### config.mk
export PLATFORM = sky130hd
export DESIGN_NAME = pfla_ctrl
export DESIGN_NICKNAME = d
export VERILOG_FILES = /design/src/rtl/core/pfla_pkg.sv /design/src/rtl/core/pfla_ctrl.sv
export SDC_FILE = /design/constraint.sdc
export NUM_CORES = 1
export LEC_CHECK = 0
export BUFFER_PORTS_ARGS = -buffer_cell sky130_fd_sc_hd__buf_2
export CORE_AREA = 4 4 41 43
export DETAILED_ROUTE_END_ITERATION = 10
export DIE_AREA = 0 0 45 47
export PLACE_DENSITY = 0.55
export SLEW_MARGIN = 40
export SYNTH_ARGS = -nofsm -noshare
export SYNTH_HDL_FRONTEND = slang
export SYNTH_SLANG_ARGS = --single-unit
### constraint.sdc
create_clock -name clk_i -period 2.4 [get_ports clk_i]
set_clock_uncertainty 0.15 [all_clocks]
set_input_delay 0.36 -clock clk_i [delete_from_list [all_inputs] [get_ports clk_i]]
set_output_delay 0.36 -clock clk_i [all_outputs]
set_load 0.005 [all_outputs]
### src/rtl/core/pfla_pkg.sv
// Shared types and constants for the page free-list allocator.
package pfla_pkg;

  localparam int unsigned PAGE_W     = 20;
  localparam int unsigned TOP_W      = 21;
  localparam int unsigned ADDR_W     = 32;
  localparam int unsigned CNT_OUT_W  = 12;
  localparam int unsigned CFG_IDX_W  = 1;
  localparam int unsigned CFG_DATA_W = 21;
  localparam int unsigned IN_DATA_W  = 32;
  localparam int unsigned IN_USER_W  = 2;
  localparam int unsigned OUT_DATA_W = 48;

  localparam logic [TOP_W-1:0] PAGE_LIMIT = 21'h100000;

  localparam logic [CFG_IDX_W-1:0] CFG_FIRST_PAGE = 1'b0;
  localparam logic [CFG_IDX_W-1:0] CFG_TOP_PAGE   = 1'b1;

  typedef enum logic [1:0] {
    KIND_ALLOC = 2'd0,
    KIND_FREE  = 2'd1,
    KIND_INIT  = 2'd2
  } kind_e;

  typedef enum logic [1:0] {
    STAT_OK      = 2'd0,
    STAT_EMPTY   = 2'd1,
    STAT_BADADDR = 2'd2,
    STAT_FULL    = 2'd3
  } status_e;

  typedef enum logic [1:0] {
    ST_IDLE,
    ST_ALLOC_WAIT,
    ST_INIT
  } state_e;

  typedef struct packed {
    logic    pop;
    logic    push_in;
    logic    push_cur;
    logic    cur_load;
    logic    out_ld;
    logic    out_use_rd;
    status_e out_status;
  } cmd_t;

  typedef struct packed {
    logic empty;
    logic full;
    logic cur_done;
    logic bad_addr;
    logic out_valid;
  } sts_t;

endpackage

### src/rtl/core/pfla_ctrl.sv
// Request sequencer: decodes each request and steps the datapath.
module pfla_ctrl (
  input  logic          clk_i,
  input  logic          rst_ni,
  input  logic          s_tvalid_i,
  input  logic [1:0]    kind_i,
  input  logic          m_tready_i,
  input  pfla_pkg::sts_t sts_i,
  output pfla_pkg::cmd_t cmd_o,
  output logic          s_tready_o
);

  pfla_pkg::state_e state_q, state_d;
  logic             accept;

  assign s_tready_o = (state_q == pfla_pkg::ST_IDLE) && (!sts_i.out_valid || m_tready_i);
  assign accept     = s_tvalid_i && s_tready_o;

  always_ff @(posedge clk_i or negedge rst_ni) begin
    if (!rst_ni) begin
      state_q <= pfla_pkg::ST_IDLE;
    end else begin
      state_q <= state_d;
    end
  end

  // next state
  always_comb begin
    state_d = state_q;
    case (state_q)
      pfla_pkg::ST_IDLE: begin
        if (accept) begin
          if (kind_i == pfla_pkg::KIND_ALLOC && !sts_i.empty) begin
            state_d = pfla_pkg::ST_ALLOC_WAIT;
          end else if (kind_i == pfla_pkg::KIND_INIT) begin
            state_d = pfla_pkg::ST_INIT;
          end
        end
      end
      pfla_pkg::ST_ALLOC_WAIT: state_d = pfla_pkg::ST_IDLE;
      pfla_pkg::ST_INIT: begin
        if (sts_i.cur_done || sts_i.full) begin
          state_d = pfla_pkg::ST_IDLE;
        end
      end
      default: state_d = pfla_pkg::ST_IDLE;
    endcase
  end

  // commands
  always_comb begin
    cmd_o            = '0;
    cmd_o.out_status = pfla_pkg::STAT_OK;
    case (state_q)
      pfla_pkg::ST_IDLE: begin
        if (accept) begin
          case (kind_i)
            pfla_pkg::KIND_ALLOC: begin
              if (sts_i.empty) begin
                cmd_o.out_ld     = 1'b1;
                cmd_o.out_status = pfla_pkg::STAT_EMPTY;
              end else begin
                cmd_o.pop = 1'b1;
              end
            end
            pfla_pkg::KIND_FREE: begin
              cmd_o.out_ld = 1'b1;
              if (sts_i.bad_addr) begin
                cmd_o.out_status = pfla_pkg::STAT_BADADDR;
              end else if (sts_i.full) begin
                cmd_o.out_status = pfla_pkg::STAT_FULL;
              end else begin
                cmd_o.push_in = 1'b1;
              end
            end
            pfla_pkg::KIND_INIT: cmd_o.cur_load = 1'b1;
            default: cmd_o.out_ld = 1'b1;
          endcase
        end
      end
      pfla_pkg::ST_ALLOC_WAIT: begin
        cmd_o.out_ld     = 1'b1;
        cmd_o.out_use_rd = 1'b1;
      end
      pfla_pkg::ST_INIT: begin
        if (sts_i.cur_done) begin
          cmd_o.out_ld = 1'b1;
        end else if (sts_i.full) begin
          cmd_o.out_ld     = 1'b1;
          cmd_o.out_status = pfla_pkg::STAT_FULL;
        end else begin
          cmd_o.push_cur = 1'b1;
        end
      end
      default: ;
    endcase
  end

  a_pop_then_wait: assert property (@(posedge clk_i) disable iff (!rst_ni)
    cmd_o.pop |=> state_q == pfla_pkg::ST_ALLOC_WAIT)
    else $error("pop not followed by read-data cycle");

  a_fill_not_full: assert property (@(posedge clk_i) disable iff (!rst_ni)
    cmd_o.push_cur |-> !sts_i.full && !sts_i.cur_done)
    else $error("init push past limit");

  a_init_entry: assert property (@(posedge clk_i) disable iff (!rst_ni)
    (state_q == pfla_pkg::ST_INIT && !$past(state_q == pfla_pkg::ST_INIT))
      |-> $past(cmd_o.cur_load))
    else $error("init walk started without cursor load");

endmodule

==> results.rst <==
.. list-table::
   :header-rows: 1

   * - Metric
     - Value
   * - Via count of the first global-routing pass
     - about 280
   * - Unrepaired setup endpoints after global routing
     - no
   * - Number of antenna repair diodes
     - 0
   * - Fin Setup TNS
     - 0 ns
   * - Clock sink count
     - 2
   * - Post-route total power
     - between 0.15 and 0.2 mW
   * - Largest Register
     - state_q
   * - Number of design rule violations left after detail routing
     - 0
   * - Max reg flops
     - 2
   * - Worst-path clk slew
     - roughly 0.03 ns
   * - Width of the die
     - 45 microns
   * - Total placed cells including tap cells
     - 63
   * - HPWL after DPL
     - roughly 570 microns
   * - Count of instances resized after the clock tree is built
     - 0
   * - Final design area excluding fillers
     - about 390 sq um
   * - Detailed-route via count
     - between 200 and 300
   * - GRT Overall Usage
     - under 10%
   * - Synthesized Nets
     - 40
   * - Wire length per cell
     - a little under 10 microns
   * - CTS Root Cell
     - clkbuf_4
   * - Clock tree from TritonCTS
     - done
   * - Top achievable clock speed
     - 506 MHz
   * - Biggest regs
     - state_q: 2 flops
   * - Worst endpoint required time
     - roughly 1.9 ns
   * - Bufs on Longest Clock Path
     - 2
   * - Most common cell after layout, fill and taps aside
     - buf_2
   * - Worst hold slack after final layout
     - just over 0.2 ns
   * - Cell area after placement
     - ~350 sq um
   * - Max H-tree Level
     - 1
   * - # fillers
     - between 150 and 200
   * - Final GP Congestion
     - 0.668
   * - Data arrival time at the worst-slack endpoint
     - roughly 1.5 ns
   * - Max-capacitance violation count
     - 0
   * - Antenna violations before repair
     - 0
   * - Final-stage net count
     - 65
   * - Post-synthesis sequential element count
     - 2
   * - Final number of max-transition violations
     - 0
   * - Count of cell types in the netlist
     - 18
   * - Crit path kind
     - register to output pin
   * - Commonest cells after routing, fill and taps aside
     - buf_2, nor3_1
   * - Total count of hold-check failures in the final report
     - 0
   * - Fraction of final layout cells with drive strength greater than 1
     - 53.8%
   * - TritonCTS buffer count
     - 3
   * - Drt total wl
     - about 660 microns
   * - Number of cells in the finished layout apart from fillers
     - 67
   * - Post-route worst setup slack
     - 0.425 ns
   * - Actual slew at the worst max-slew pin
     - ~0.23 ns
   * - Die height
     - about 47 microns
   * - Iteration count of the initial detailed-routing pass
     - 4
   * - Avg Inst Size Synth
     - slightly above 8 sq um
   * - Leak
     - 0.210 nW
   * - Fin util
     - between 20 and 30%
   * - Worst Setup Start Kind
     - register
   * - CP Capture Type
     - output pin
   * - Starting density of the core
     - 18.4%
   * - Peak fanout along the critical path
     - 5
   * - Wire length of the first global-routing pass
     - 1080 microns
   * - Final critical delay including setup and external delays
     - ~2.0 ns
   * - Number of top-level pins
     - 20
   * - P&R area growth vs syn
     - 61.3%
   * - Total die area
     - between 2000 and 2500 sq um
   * - IR drop worst, VDD
     - approximately 0.00018 V
   * - Pin count of the biggest net entering global routing
     - 8
   * - Count of mapped cells out of synthesis
     - 29
   * - ANT nets after route
     - 0
   * - Worst-Skew Late Latency
     - about 0.22 ns
   * - Via-per-instance ratio
     - 4.39
   * - Setup Viol. Count Final
     - 0
   * - Post-synthesis instance area
     - roughly 240 sq um
   * - Register area share after synthesis
     - approximately a fifth
   * - Final worst path period share
     - between 80% and 90%
   * - Number of port buffers
     - 19
   * - Relative slew slack
     - 84.6%
   * - Power per unit of standard cell area
     - between 400 and 500 nW/um^2
   * - Cell Rows
     - 13
   * - HP Class
     - primary input to register
   * - Initial drt markers
     - 8
   * - Count of yosys warnings during synthesis
     - 0
   * - Outcome
     - completed
   * - Core outline area
     - about 1300 sq um
   * - Worst slack at placement
     - 0.653 ns
   * - Remaining global-route overflow
     - 0
[report_power, final]
part | switching [mW] | internal (mW) | total [mW] | leakage (nW)
clock | 0.0179 | 0.0551 | 0.0730 | 0.0138
combinational | 0.0229 | 0.0223 | 0.0452 | 0.168
sequential | 0.00179 | 0.0352 | 0.0370 | 0.0274
total | 0.0426 | 0.113 | 0.155 | 0.210
[layout make-up]
class | count | area [sq um] | area share [%]
Clock buffer | 3 | 22.5 | 5.84
Tap cell | 15 | 18.8 | 4.87
Inverter | 3 | 11.3 | 2.92
Timing Repair Buffer | 20 | 105 | 27.3
Sequential cell | 2 | 50.0 | 13.0
Multi-Input combinational cell | 24 | 178 | 46.1
[final timing paths]
path	from	endpoint	slack (ns)	depth (start not counted)
worst max register to register	state_q[1]	state_q[0]	1.23	3
worst min register to register	state_q[0]	state_q[1]	0.39	1
worst min-delay path	sts_i[4]	state_q[0]	0.20	2
min in group asynchronous	rst_ni	state_q[0]	0.30	2
worst max-delay path	state_q[0]	cmd_o[1]	0.42	4
max in group asynchronous	rst_ni	state_q[1]	1.70	2
[worst max-delay path: stages, from the launching register on]
cell	delay, ns
dfrtp_1	0.42
nand2b_1	0.20
or3b_4	0.40
o41ai_2	0.06
buf_2	0.16
[cells in the mapped netlist, drive strengths merged]
library cell	number	area share [%]
nor3	4	8.4
inv	3	4.7
o221ai	1	3.7
or3b	1	4.7
nor4	1	2.6
nand3	1	2.1
a22oi	1	3.1
o21ai	1	3.7
o41ai	1	6.8
dfrtp	2	21
a21oi	2	4.2
nor4bb	1	4.2
nand4	1	8.9
nand2b	3	7.9
nor2	4	7.3
and3b	1	3.7
and2	1	3.1
[metal layers]
metal  vias to the layer above  wire (microns)  GRT usage, %
met5                         -               0             0
met4                         0               0          5.26
met3                         0              57             0
met2                        12             324          11.0
met1                       125             276          9.09
li1                        157               -             -
[cells by family (layout without fill, tap and decap cells)]
group                  Yosys count  count (layout)  synth area share [%]
AO/OA/AOI/OAI                    6               6                  21.5
buffers and inverters            3              26                  4.71
AND/OR/NAND/NOR                 18              18                  52.9
flip-flops                       2               2                  20.9
[repair_timing]
item / in CTS / in global routing
endpoints found under the hold margin: 2 / 0
hold buffers: 1 / 0
buffers inserted: 0 / 0
Power figures use the tool's default switching activity.
